## src/hdl/sclhg_pkg.sv

```systemverilog
// shared types, codes and constants of the second core load hotplug governor
`default_nettype none

package sclhg_pkg;

  // default width of the idle and wall deltas
  localparam int unsigned DELTA_BITS_DEF = 32;

  // item and register geometry
  localparam int unsigned CMD_W       = 4;
  localparam int unsigned TIME_W      = 64;
  localparam int unsigned FREQ_W      = 22;
  localparam int unsigned LOAD_W      = 10;
  localparam int unsigned DELAY_W     = 16;
  localparam int unsigned PCT_W       = 7;
  localparam int unsigned CFG_IDX_W   = 3;
  localparam int unsigned CFG_DATA_W  = 22;
  localparam int unsigned S_DATA_W    = 280;
  localparam int unsigned M_DATA_W    = 32;

  // percent scale, walked from the top bit down by the divider
  localparam logic [PCT_W-1:0] PCT_SCALE = 7'd100;

  // register reset values
  localparam logic [LOAD_W-1:0]  LOAD_LOW_RST        = 10'd30;
  localparam logic [LOAD_W-1:0]  LOAD_HIGH_RST       = 10'd80;
  localparam logic [LOAD_W-1:0]  LOAD_LOW_SOFF_RST   = 10'd80;
  localparam logic [LOAD_W-1:0]  LOAD_HIGH_SOFF_RST  = 10'd1000;
  localparam logic [FREQ_W-1:0]  FREQ_SECOND_RST     = 22'd800000;
  localparam logic [DELAY_W-1:0] DELAY_NORMAL_RST    = 16'd100;
  localparam logic [DELAY_W-1:0] DELAY_AFTER_ON_RST  = 16'd200;
  localparam logic [DELAY_W-1:0] DELAY_SCREEN_OFF_RST = 16'd400;

  typedef enum logic [CMD_W-1:0] {
    CMD_TICK       = 4'd0,
    CMD_SCREEN_OFF = 4'd1,
    CMD_SCREEN_ON  = 4'd2,
    CMD_SUSP_PREP  = 4'd3,
    CMD_POST_SUSP  = 4'd4,
    CMD_REBOOT     = 4'd5,
    CMD_MODE       = 4'd6,
    CMD_CORE       = 4'd7,
    CMD_LOCK       = 4'd8
  } sclhg_cmd_e;

  typedef enum logic [1:0] {
    ACT_NONE = 2'd0,
    ACT_DOWN = 2'd1,
    ACT_UP   = 2'd2
  } sclhg_act_e;

  typedef enum logic [CFG_IDX_W-1:0] {
    REG_LOAD_LOW         = 3'd0,
    REG_LOAD_HIGH        = 3'd1,
    REG_LOAD_LOW_SOFF    = 3'd2,
    REG_LOAD_HIGH_SOFF   = 3'd3,
    REG_FREQ_SECOND      = 3'd4,
    REG_DELAY_NORMAL     = 3'd5,
    REG_DELAY_AFTER_ON   = 3'd6,
    REG_DELAY_SCREEN_OFF = 3'd7
  } sclhg_reg_e;

  typedef enum logic [2:0] {
    ST_IDLE,
    ST_EXEC,
    ST_SAMPLE,
    ST_DIV,
    ST_DECIDE,
    ST_FINISH
  } sclhg_state_e;

  // result of the percent divider
  typedef struct packed {
    logic             done;
    logic [PCT_W-1:0] pct;
  } sclhg_div_res_t;

endpackage

`default_nettype wire

```

## src/hdl/second_core_load_hotplug_governor_unit.sv

```systemverilog
// top level of the second core load hotplug governor
`default_nettype none

// channel   | dir | handshake             | payload
// ----------+-----+-----------------------+-------------------------------------------
// s_axis    | in  | tvalid / tready       | tuser: command; tdata: value_on, times, freq
// m_axis    | out | tvalid / tready       | tdata: action, reschedule, delay, load, online
// cfg       | in  | cfg_we_i, no backpres | cfg_idx_i selects register, cfg_data_i value
//
// sequence: a non-tick command or a locked or manual tick runs ST_EXEC, then ST_FINISH;
//   an auto tick runs ST_EXEC, ST_SAMPLE and (nonzero wall delta) ST_DIV per online core,
//   then ST_DECIDE and ST_FINISH, or straight ST_FINISH when idle exceeds wall;
//   the next item is taken back in ST_IDLE; the shared percent divider takes 10 steps
//   per core: one doubling per bit of 100 and one add per set bit
// one item at a time: s_axis_tready_o is high only while the sequencer is idle
// a finished result waits in the output register; the block stalls in its last state
//   while that register is full and not taken
// reset: all control state and the configuration registers go to their documented reset values

module second_core_load_hotplug_governor_unit #(
  parameter int unsigned DELTA_BITS = sclhg_pkg::DELTA_BITS_DEF
) (
  input  wire logic                                  clk_i,
  input  wire logic                                  rst_ni,
  // input items
  input  wire logic                                  s_axis_tvalid_i,
  output logic                                       s_axis_tready_o,
  // low to high: value_on[0], idle_total_core0[64:1], wall_total_core0[128:65],
  // idle_total_core1[192:129], wall_total_core1[256:193], current_freq[278:257], zero
  input  wire logic [sclhg_pkg::S_DATA_W-1:0]        s_axis_tdata_i,
  // command[3:0]
  input  wire logic [sclhg_pkg::CMD_W-1:0]           s_axis_tuser_i,
  // result items
  output logic                                       m_axis_tvalid_o,
  input  wire logic                                  m_axis_tready_i,
  // low to high: core1_action[1:0], reschedule[2], next_delay[18:3],
  // average_load[25:19], core1_online_now[26], zero
  output logic [sclhg_pkg::M_DATA_W-1:0]             m_axis_tdata_o,
  // register writes
  input  wire logic                                  cfg_we_i,
  input  wire logic [sclhg_pkg::CFG_IDX_W-1:0]       cfg_idx_i,
  input  wire logic [sclhg_pkg::CFG_DATA_W-1:0]      cfg_data_i
);
  import sclhg_pkg::*;

  // sequencer
  sclhg_state_e state_q, state_d;

  // configuration registers
  logic [LOAD_W-1:0]  load_low_q, load_high_q, load_low_soff_q, load_high_soff_q;
  logic [FREQ_W-1:0]  freq_second_q;
  logic [DELAY_W-1:0] delay_normal_q, delay_after_on_q, delay_soff_q;

  // governor state
  logic [TIME_W-1:0]  prev_idle_q [2];
  logic [TIME_W-1:0]  prev_wall_q [2];
  logic [TIME_W-1:0]  prev_idle_d [2];
  logic [TIME_W-1:0]  prev_wall_d [2];
  logic               core1_online_q, core1_online_d;
  logic               scr_dark_q, scr_dark_d;
  logic               lock_flag_q, lock_flag_d;
  logic               lock_saved_q, lock_saved_d;
  logic               auto_mode_q, auto_mode_d;
  logic               forced_on_q, forced_on_d;
  logic [DELAY_W-1:0] cur_delay_q, cur_delay_d;

  // captured item
  logic [CMD_W-1:0]   cmd_q, cmd_d;
  logic               von_q, von_d;
  logic [TIME_W-1:0]  cap_idle_q [2];
  logic [TIME_W-1:0]  cap_wall_q [2];
  logic [TIME_W-1:0]  cap_idle_d [2];
  logic [TIME_W-1:0]  cap_wall_d [2];
  logic [FREQ_W-1:0]  freq_q, freq_d;

  // working result
  sclhg_act_e         action_q, action_d;
  logic               resched_q, resched_d;
  logic [PCT_W-1:0]   avg_q, avg_d;
  logic [PCT_W-1:0]   load0_q, load0_d, load1_q, load1_d;
  logic               core_sel_q, core_sel_d;

  // output register
  logic                m_valid_q, m_valid_d;
  logic [M_DATA_W-1:0] m_data_q, m_data_d;

  // sampling datapath
  logic [DELTA_BITS-1:0] d_idle, d_wall, d_busy;
  logic                  idle_over, wall_zero, more_cores, out_free;
  logic                  div_start;
  sclhg_div_res_t        div_res;

  // average and decision
  logic [PCT_W:0]     load_sum;
  logic [PCT_W-1:0]   avg_w;
  logic [LOAD_W-1:0]  thr_low, thr_high;
  logic               freq_low;

  assign s_axis_tready_o = (state_q == ST_IDLE);
  assign m_axis_tvalid_o = m_valid_q;
  assign m_axis_tdata_o  = m_data_q;

  // deltas of the selected core, wrapped to the delta width
  assign d_idle     = cap_idle_q[core_sel_q][DELTA_BITS-1:0]
                    - prev_idle_q[core_sel_q][DELTA_BITS-1:0];
  assign d_wall     = cap_wall_q[core_sel_q][DELTA_BITS-1:0]
                    - prev_wall_q[core_sel_q][DELTA_BITS-1:0];
  assign d_busy     = d_wall - d_idle;
  assign idle_over  = (d_wall < d_idle);
  assign wall_zero  = (d_wall == '0);
  assign more_cores = !core_sel_q && core1_online_q;
  assign out_free   = !m_valid_q || m_axis_tready_i;
  assign div_start  = (state_q == ST_SAMPLE) && !idle_over && !wall_zero;

  assign load_sum = {1'b0, load0_q} + {1'b0, load1_q};
  assign avg_w    = core1_online_q ? load_sum[PCT_W:1] : load_sum[PCT_W-1:0];
  assign thr_low  = scr_dark_q ? load_low_soff_q : load_low_q;
  assign thr_high = scr_dark_q ? load_high_soff_q : load_high_q;
  assign freq_low = (freq_q < freq_second_q);

  sclhg_pct_div #(
    .DELTA_BITS (DELTA_BITS)
  ) u_pct_div (
    .clk_i   (clk_i),
    .rst_ni  (rst_ni),
    .start_i (div_start),
    .busy_i  (d_busy),
    .idle_i  (d_idle),
    .wall_i  (d_wall),
    .res_o   (div_res)
  );

  // next state
  always_comb begin
    state_d = state_q;
    unique case (state_q)
      ST_IDLE: begin
        if (s_axis_tvalid_i) state_d = ST_EXEC;
      end
      ST_EXEC: begin
        if ((cmd_q == CMD_TICK) && auto_mode_q && !lock_flag_q) state_d = ST_SAMPLE;
        else state_d = ST_FINISH;
      end
      ST_SAMPLE: begin
        priority if (idle_over) state_d = ST_FINISH;
        else if (!wall_zero)    state_d = ST_DIV;
        else if (more_cores)    state_d = ST_SAMPLE;
        else                    state_d = ST_DECIDE;
      end
      ST_DIV: begin
        if (div_res.done) state_d = more_cores ? ST_SAMPLE : ST_DECIDE;
      end
      ST_DECIDE: state_d = ST_FINISH;
      ST_FINISH: begin
        if (out_free) state_d = ST_IDLE;
      end
      default: state_d = ST_IDLE;
    endcase
  end

  // datapath and governor state
  always_comb begin
    cmd_d          = cmd_q;
    von_d          = von_q;
    cap_idle_d     = cap_idle_q;
    cap_wall_d     = cap_wall_q;
    freq_d         = freq_q;
    prev_idle_d    = prev_idle_q;
    prev_wall_d    = prev_wall_q;
    core1_online_d = core1_online_q;
    scr_dark_d     = scr_dark_q;
    lock_flag_d    = lock_flag_q;
    lock_saved_d   = lock_saved_q;
    auto_mode_d    = auto_mode_q;
    forced_on_d    = forced_on_q;
    cur_delay_d    = cur_delay_q;
    action_d       = action_q;
    resched_d      = resched_q;
    avg_d          = avg_q;
    load0_d        = load0_q;
    load1_d        = load1_q;
    core_sel_d     = core_sel_q;
    m_valid_d      = m_valid_q && !m_axis_tready_i;
    m_data_d       = m_data_q;

    unique case (state_q)
      ST_IDLE: begin
        if (s_axis_tvalid_i) begin
          cmd_d         = s_axis_tuser_i;
          von_d         = s_axis_tdata_i[0];
          cap_idle_d[0] = s_axis_tdata_i[64:1];
          cap_wall_d[0] = s_axis_tdata_i[128:65];
          cap_idle_d[1] = s_axis_tdata_i[192:129];
          cap_wall_d[1] = s_axis_tdata_i[256:193];
          freq_d        = s_axis_tdata_i[278:257];
          action_d      = ACT_NONE;
          resched_d     = 1'b0;
          avg_d         = '0;
          load0_d       = '0;
          load1_d       = '0;
          core_sel_d    = 1'b0;
        end
      end
      ST_EXEC: begin
        unique case (cmd_q)
          CMD_TICK: begin
            if (!auto_mode_q) begin
              // manual mode: only enforce a forced-off request
              if (!forced_on_q && core1_online_q) begin
                action_d       = ACT_DOWN;
                core1_online_d = 1'b0;
              end
            end else begin
              resched_d = 1'b1;
            end
          end
          CMD_SCREEN_OFF: begin
            scr_dark_d  = 1'b1;
            cur_delay_d = delay_soff_q;
          end
          CMD_SCREEN_ON: begin
            scr_dark_d  = 1'b0;
            cur_delay_d = delay_normal_q;
            resched_d   = 1'b1;
          end
          CMD_SUSP_PREP: begin
            lock_saved_d = lock_flag_q;
            lock_flag_d  = 1'b1;
          end
          CMD_POST_SUSP: lock_flag_d = lock_saved_q;
          CMD_REBOOT:    lock_flag_d = 1'b1;
          CMD_MODE: begin
            if (!lock_flag_q) begin
              if (von_q && !auto_mode_q) begin
                auto_mode_d = 1'b1;
                cur_delay_d = delay_normal_q;
                resched_d   = 1'b1;
              end else if (!von_q && auto_mode_q) begin
                auto_mode_d = 1'b0;
                forced_on_d = 1'b1;
                if (!core1_online_q) begin
                  action_d       = ACT_UP;
                  core1_online_d = 1'b1;
                end
              end
            end
          end
          CMD_CORE: begin
            if (!auto_mode_q && !lock_flag_q) begin
              if (von_q && !forced_on_q) begin
                forced_on_d = 1'b1;
                if (!core1_online_q) begin
                  action_d       = ACT_UP;
                  core1_online_d = 1'b1;
                end
              end else if (!von_q && forced_on_q) begin
                forced_on_d = 1'b0;
                if (core1_online_q) begin
                  action_d       = ACT_DOWN;
                  core1_online_d = 1'b0;
                end
              end
            end
          end
          CMD_LOCK: lock_flag_d = von_q;
          default: ;
        endcase
      end
      ST_SAMPLE: begin
        // prev values update even when the core is found inconsistent
        prev_idle_d[core_sel_q] = cap_idle_q[core_sel_q];
        prev_wall_d[core_sel_q] = cap_wall_q[core_sel_q];
        if (!idle_over && wall_zero && more_cores) core_sel_d = 1'b1;
      end
      ST_DIV: begin
        if (div_res.done) begin
          if (core_sel_q) load1_d = div_res.pct;
          else            load0_d = div_res.pct;
          if (more_cores) core_sel_d = 1'b1;
        end
      end
      ST_DECIDE: begin
        avg_d = avg_w;
        if (((LOAD_W'(avg_w) < thr_low) || freq_low) && core1_online_q) begin
          action_d       = ACT_DOWN;
          core1_online_d = 1'b0;
          cur_delay_d    = scr_dark_q ? delay_soff_q : delay_normal_q;
        end else if ((LOAD_W'(avg_w) > thr_high) && !freq_low && !core1_online_q) begin
          action_d       = ACT_UP;
          core1_online_d = 1'b1;
          cur_delay_d    = delay_after_on_q;
        end
      end
      ST_FINISH: begin
        if (out_free) begin
          m_valid_d = 1'b1;
          m_data_d  = {5'd0, core1_online_q, avg_q,
                       resched_q ? cur_delay_q : DELAY_W'(0),
                       resched_q, action_q};
        end
      end
      default: ;
    endcase
  end

  // control state
  always_ff @(posedge clk_i or negedge rst_ni) begin
    if (!rst_ni) begin
      state_q        <= ST_IDLE;
      prev_idle_q[0] <= '0;
      prev_idle_q[1] <= '0;
      prev_wall_q[0] <= '0;
      prev_wall_q[1] <= '0;
      core1_online_q <= 1'b1;
      scr_dark_q     <= 1'b0;
      lock_flag_q    <= 1'b0;
      lock_saved_q   <= 1'b0;
      auto_mode_q    <= 1'b1;
      forced_on_q    <= 1'b1;
      cur_delay_q    <= DELAY_NORMAL_RST;
      core_sel_q     <= 1'b0;
      m_valid_q      <= 1'b0;
    end else begin
      state_q        <= state_d;
      prev_idle_q    <= prev_idle_d;
      prev_wall_q    <= prev_wall_d;
      core1_online_q <= core1_online_d;
      scr_dark_q     <= scr_dark_d;
      lock_flag_q    <= lock_flag_d;
      lock_saved_q   <= lock_saved_d;
      auto_mode_q    <= auto_mode_d;
      forced_on_q    <= forced_on_d;
      cur_delay_q    <= cur_delay_d;
      core_sel_q     <= core_sel_d;
      m_valid_q      <= m_valid_d;
    end
  end

  // configuration registers
  always_ff @(posedge clk_i or negedge rst_ni) begin
    if (!rst_ni) begin
      load_low_q       <= LOAD_LOW_RST;
      load_high_q      <= LOAD_HIGH_RST;
      load_low_soff_q  <= LOAD_LOW_SOFF_RST;
      load_high_soff_q <= LOAD_HIGH_SOFF_RST;
      freq_second_q    <= FREQ_SECOND_RST;
      delay_normal_q   <= DELAY_NORMAL_RST;
      delay_after_on_q <= DELAY_AFTER_ON_RST;
      delay_soff_q     <= DELAY_SCREEN_OFF_RST;
    end else if (cfg_we_i) begin
      unique case (cfg_idx_i)
        REG_LOAD_LOW:         load_low_q       <= cfg_data_i[LOAD_W-1:0];
        REG_LOAD_HIGH:        load_high_q      <= cfg_data_i[LOAD_W-1:0];
        REG_LOAD_LOW_SOFF:    load_low_soff_q  <= cfg_data_i[LOAD_W-1:0];
        REG_LOAD_HIGH_SOFF:   load_high_soff_q <= cfg_data_i[LOAD_W-1:0];
        REG_FREQ_SECOND:      freq_second_q    <= cfg_data_i[FREQ_W-1:0];
        REG_DELAY_NORMAL:     delay_normal_q   <= cfg_data_i[DELAY_W-1:0];
        REG_DELAY_AFTER_ON:   delay_after_on_q <= cfg_data_i[DELAY_W-1:0];
        REG_DELAY_SCREEN_OFF: delay_soff_q     <= cfg_data_i[DELAY_W-1:0];
        default: ;
      endcase
    end
  end

  // payload registers
  always_ff @(posedge clk_i) begin
    cmd_q      <= cmd_d;
    von_q      <= von_d;
    cap_idle_q <= cap_idle_d;
    cap_wall_q <= cap_wall_d;
    freq_q     <= freq_d;
    action_q   <= action_d;
    resched_q  <= resched_d;
    avg_q      <= avg_d;
    load0_q    <= load0_d;
    load1_q    <= load1_d;
    m_data_q   <= m_data_d;
  end

endmodule

`default_nettype wire

```

## src/hdl/sclhg_pct_div.sv

```systemverilog
// iterative percent divider: floor(100 * busy / wall), one compare and subtract a cycle
`default_nettype none

module sclhg_pct_div #(
  parameter int unsigned DELTA_BITS = sclhg_pkg::DELTA_BITS_DEF
) (
  input  wire logic                  clk_i,
  input  wire logic                  rst_ni,
  input  wire logic                  start_i,
  input  wire logic [DELTA_BITS-1:0] busy_i,   // wall - idle
  input  wire logic [DELTA_BITS-1:0] idle_i,   // equals wall - busy
  input  wire logic [DELTA_BITS-1:0] wall_i,   // nonzero
  output sclhg_pkg::sclhg_div_res_t  res_o
);
  import sclhg_pkg::*;

  logic                  run_q, run_d;
  logic                  done_q, done_d;
  logic                  phase_q, phase_d;   // 0 doubling step, 1 add step
  logic [2:0]            bit_q, bit_d;
  logic [PCT_W-1:0]      quo_q, quo_d;
  logic [DELTA_BITS-1:0] rem_q, rem_d;
  logic [DELTA_BITS-1:0] busy_q, busy_d;
  logic [DELTA_BITS-1:0] idle_q, idle_d;
  logic [DELTA_BITS-1:0] wall_q, wall_d;

  logic [DELTA_BITS+1:0] dbl;
  logic [DELTA_BITS+1:0] dbl_diff;
  logic                  last;

  always_comb begin
    dbl      = {1'b0, rem_q, 1'b0};
    dbl_diff = dbl - {2'b00, wall_q};
    last     = (bit_q == 3'd0) && (phase_q || !PCT_SCALE[0]);

    run_d   = run_q;
    done_d  = 1'b0;
    phase_d = phase_q;
    bit_d   = bit_q;
    quo_d   = quo_q;
    rem_d   = rem_q;
    busy_d  = busy_q;
    idle_d  = idle_q;
    wall_d  = wall_q;

    if (run_q) begin
      if (!phase_q) begin
        // rem = 2 rem mod wall, shift a quotient bit in
        if (!dbl_diff[DELTA_BITS+1]) begin
          rem_d = dbl_diff[DELTA_BITS-1:0];
          quo_d = {quo_q[PCT_W-2:0], 1'b1};
        end else begin
          rem_d = dbl[DELTA_BITS-1:0];
          quo_d = {quo_q[PCT_W-2:0], 1'b0};
        end
      end else begin
        // rem = rem + busy mod wall
        if (rem_q >= idle_q) begin
          rem_d = rem_q - idle_q;
          quo_d = quo_q + 7'd1;
        end else begin
          rem_d = rem_q + busy_q;
        end
      end
      if (!phase_q && PCT_SCALE[bit_q]) begin
        phase_d = 1'b1;
      end else begin
        phase_d = 1'b0;
        bit_d   = bit_q - 3'd1;
      end
      if (last) begin
        run_d  = 1'b0;
        done_d = 1'b1;
      end
    end else if (start_i) begin
      run_d   = 1'b1;
      phase_d = 1'b0;
      bit_d   = 3'(PCT_W - 1);
      quo_d   = '0;
      rem_d   = '0;
      busy_d  = busy_i;
      idle_d  = idle_i;
      wall_d  = wall_i;
    end
  end

  always_ff @(posedge clk_i or negedge rst_ni) begin
    if (!rst_ni) begin
      run_q   <= 1'b0;
      done_q  <= 1'b0;
      phase_q <= 1'b0;
      bit_q   <= '0;
    end else begin
      run_q   <= run_d;
      done_q  <= done_d;
      phase_q <= phase_d;
      bit_q   <= bit_d;
    end
  end

  always_ff @(posedge clk_i) begin
    quo_q  <= quo_d;
    rem_q  <= rem_d;
    busy_q <= busy_d;
    idle_q <= idle_d;
    wall_q <= wall_d;
  end

  assign res_o.done = done_q;
  assign res_o.pct  = quo_q;

endmodule

`default_nettype wire
```

## config.mk

```make
export PLATFORM = sky130hd
export DESIGN_NAME = second_core_load_hotplug_governor_unit
export DESIGN_NICKNAME = d
export VERILOG_FILES = /design/src/hdl/sclhg_pkg.sv /design/src/hdl/second_core_load_hotplug_governor_unit.sv /design/src/hdl/sclhg_pct_div.sv
export SDC_FILE = /design/constraint.sdc
export NUM_CORES = 1
export LEC_CHECK = 0
export ABC_CLOCK_PERIOD_IN_PS = 11600
export BUFFER_PORTS_ARGS = -buffer_cell sky130_fd_sc_hd__buf_4
export CAP_MARGIN = 0
export CORE_MARGIN = 2
export CORE_UTILIZATION = 37
export CTS_CLUSTER_SIZE = 28
export DETAILED_ROUTE_END_ITERATION = 10
export GPL_ROUTABILITY_DRIVEN = 0
export PLACE_DENSITY = 0.63
export SYNTH_ARGS = -nofsm -noshare
export SYNTH_HDL_FRONTEND = slang
export SYNTH_SLANG_ARGS = --single-unit
```

## constraint.sdc

```tcl
create_clock -name clk_i -period 11.6 [get_ports clk_i]
set_clock_uncertainty 0.15 [all_clocks]
set_input_delay 1.16 -clock clk_i [delete_from_list [all_inputs] [get_ports clk_i]]
set_output_delay 1.16 -clock clk_i [all_outputs]
set_load 0.01 [all_outputs]
```

==> flow_summary.ini <==
[status]
outcome = complete, no violations

[sta]
fin_crit_ps = 8391
timing.fmax_mhz = 119.2
finalHoldViolations = 0
maxSlewHeadroom = 0.2140
rsz0062_at_grt = false
maxSlewViolCount = 0
fin_setup_tns_ps = 0
worst_pin_slew_ps = 1178
period_share = 0.7233
finalSetupViolCount = 0
setup_slack_ps = 3209

[pwr]
powerDensity_nw_per_um2 = 178.5
p_switching_mw = 2.267
ir_drop_mv = 0.1280
combPwrFrac = 0.276
power_frac_seq = 0.402
pwr-share-clk = 0.322
power_leakage_nw = 17.09
p_sw_frac = 0.3143
p_int_mw = 4.947

[floorplanning]
start_util = 0.3737
core_area_um2 = 93330
die_h_um = 311.0
rows = 112
die_x_um = 311.0
ios = 348
die_area_um2 = 96750

[grt]
grt_overflow = 0
grt_max_degree = 166
grt_pass1_wl_um = 133100
grt_antenna_before_repair = 4
grt_usage = 0.1725
grt_pass1_vias = 24080

[setup_path]
crit_slowest_cell = dfrtp_4
cp_slowest_stage_delay_ps = 750
arrival_ps = 8500
crit_required_ps = 11710
cp_max_fo = 53
r2r_start = core_sel_q$_DFFE_PN0P_
timing.rr.end = u_pct_div.idle_q[0]$_DFFE_PP_
crit_path_cell_trace = buf_4 > mux2i_1 > inv_1 > ha_1 > nor2b_1 > o31ai_2 > a21oi_1 > a211oi_1 > o21bai_1 > xor2_1 > ha_1 > a21o_1 > nand2_1 > nand2_1 > nor2_1 > o31a_1 > maj3_1 > o21ai_0 > a221o_1 > o211ai_4 > nor2_4 > buf_4
worstSetupPathType = reg2reg
endpoint_kind = register
rrSetupSlack_ps = 3210
rr_worst_depth = 22
worst_setup_path_start_kind = register

[clock_network]
hold_buffers = 0
cts-root-buf = clkbuf_16
clock_path_buffers = 3
clkTransAtPathRegs_ps = 60
tritoncts = done
h-tree-depth = 3
post_cts_buffers = 0
cts_made_buffers = 72
clock-sinks = 612
cts_resized = 0
clock_latency_ps = 640

[yosys]
synthesis.area_um2 = 34880
synth_area_per_cell_um2 = 11.28
synth_xor_area_frac = 0.03992
ys_types = 90
yosys_warnings = 0
yosys.area_share.adder = 0.08853
synth_compound_area_frac = 0.1393
synth-simple-area-share = 0.09197
ys_ff_latch = 612
synth_edf_count = 341
syn_inst = 3092
synth_top_family_by_area = compound AO/OA/AOI/OAI gates
async_flop_share = 0.4428
synth_flop_cell = edfxtp_1
yosysSeqAreaShare = 0.4892
synthMuxAreaShare = 0.1182

[finish]
layout.cells.most_common = edfxtp_1
nFillCells = 8879
area_growth_pct = 15.89
mostFrequentLayoutCells = edfxtp_1 (341), mux2_2 (270), buf_4 (246), dfrtp_1 (235), ha_1 (234)
diodes = 0
drive_above_1_share = 0.2087
fin_nets = 3868

[min_path]
hp-start = avg_q[6]$_SDFFCE_PN0P_
min_to = m_axis_tdata_o[25]$_DFFE_PP_
hold_path_class = reg2reg
holdPathStages = 0

[route]
routed_wl_um = 84620
drc = 0
wl_per_cell_um = 18.29
drtPass1Iterations = 5
ant_nets = 0
drt_iter0_drc = 1640
vias = 24250
routed_via_density = 5.240

[flow_run]
cap_violations = 0

[place]
hpwl_um = 61450
port_buffers = 213
dp_slack_ps = 3243
[cells in the mapped netlist, drive strengths merged (26+ instances only)]
cell type	n	area, um2
edfxtp	341	10240
a31oi	28	175.2
a21o	85	639.4
mux2i	108	1081
nor2	166	623.1
o21a	37	279.0
dfrtp	236	5906
dfstp	35	919.6
a211oi	26	195.2
inv	193	724.4
clkbuf	83	311.6
o211ai	27	216.5
xnor2	103	902.1
nand2	185	694.4
nand3	38	190.2
and3	33	206.5
nor2b	32	200.2
o21ai	152	764.5
and2	30	187.7
mux2	270	3040
a21oi	216	1081
ha	234	2928
xor2	56	490.5
nand2b	32	200.2
nor3	39	195.2
nand4	28	175.2
[power by group through the flow]
stage                     Clock (mW)  Sequential (mW)  Combinational (mW)
after floorplan                    0             2.89                1.38
final                           2.32             2.90                1.99
after detailed placement           0             2.94                1.99
after global routing            2.48             2.93                2.21
after global placement             0             2.93                1.96
after CTS                       2.39             2.90                2.00
[critical path: cells and delay by family, from the launching register on]
kind | cells | cell delay [ps]
XOR/XNOR | 1 | 510
multiplexers | 1 | 360
AND/OR/NAND/NOR | 5 | 920
flip-flops | 1 | 750
adder cells (fa/ha/maj) | 3 | 1120
AO/OA/AOI/OAI | 9 | 2510
buffers and inverters | 3 | 1520
[state kept, by name (all words and copies together), names as in the netlist, 7 cells and up]
register / count
load0_q: 7
load_high_soff_q: 10
u_pct_div.rem_q: 32
prev_wall_q: 64
load_high_q: 10
load1_q: 7
avg_q: 7
freq_second_q: 22
delay_after_on_q: 16
m_axis_tdata_o: 27
prev_idle_q: 64
load_low_q: 10
delay_soff_q: 16
delay_normal_q: 16
freq_q: 22
u_pct_div.busy_q: 32
cap_idle_q: 64
u_pct_div.wall_q: 32
u_pct_div.idle_q: 32
cur_delay_q: 16
u_pct_div.quo_q: 7
cap_wall_q: 64
load_low_soff_q: 10
[stage by stage]
stage	total power, mW	cells	cell area, um2	utilization	hold WS [ps]
after floorplan	4.275	3096	34900	-	250.3
after global placement	4.886	4493	38000	0.4071	253.7
after detailed placement	4.926	4493	38000	0.4071	254.5
after CTS	7.292	4627	40430	0.4331	268.0
after global routing	7.624	4627	40430	0.4331	280.8
final	7.215	4627	40430	0.4331	267.0
[final cells by class]
class / instances / area [um2] / area share
Clock buffer: 98 / 2012 / 0.04977
Clock inverter: 36 / 415.4 / 0.01028
Inverter: 194 / 733.2 / 0.01814
Multi-Input combinational cell: 2185 / 16740 / 0.4142
Sequential cell: 612 / 17070 / 0.4222
Tap cell: 1254 / 1569 / 0.03881
Timing Repair Buffer: 248 / 1882 / 0.04655
[kinds of logic (layout without fill, tap and decap cells)]
| group | Yosys count | in the layout |
|---|---|---|
| other | 1 | 5 |
| adders and majority gates | 243 | 243 |
| AOI/OAI and AO/OA | 745 | 745 |
| xor gates and xnor gates | 159 | 159 |
| buffers and inverters | 299 | 576 |
| and+or+nand+nor | 655 | 655 |
| muxes | 378 | 378 |
| DFF | 612 | 612 |
[worst max-delay path by stage]
stage,startpoint,end,slack (ps),depth (start not counted)
global route,core_sel_q$_DFFE_PN0P_,u_pct_div.busy_q[3]$_DFFE_PP_,2730,21
finish,core_sel_q$_DFFE_PN0P_,u_pct_div.idle_q[0]$_DFFE_PP_,3210,22
floorplan,core_sel_q$_DFFE_PN0P_,u_pct_div.busy_q[0]$_DFFE_PP_,1240,22
global placement,core_sel_q$_DFFE_PN0P_,u_pct_div.idle_q[1]$_DFFE_PP_,3310,21
detailed placement,core_sel_q$_DFFE_PN0P_,u_pct_div.idle_q[1]$_DFFE_PP_,3240,20
CTS,core_sel_q$_DFFE_PN0P_,u_pct_div.wall_q[2]$_DFFE_PP_,3240,21
[metal layers]
| metal | GRT usage | wire, um | up-vias |
|---|---|---|---|
| met5 | 0 | 0 | - |
| met4 | 0.06884 | 3360 | 0 |
| met3 | 0.02526 | 3234 | 159 |
| met2 | 0.2920 | 40380 | 485 |
| met1 | 0.2216 | 37650 | 11700 |
| li1 | - | - | 11900 |
Power figures use the tool's default switching activity.
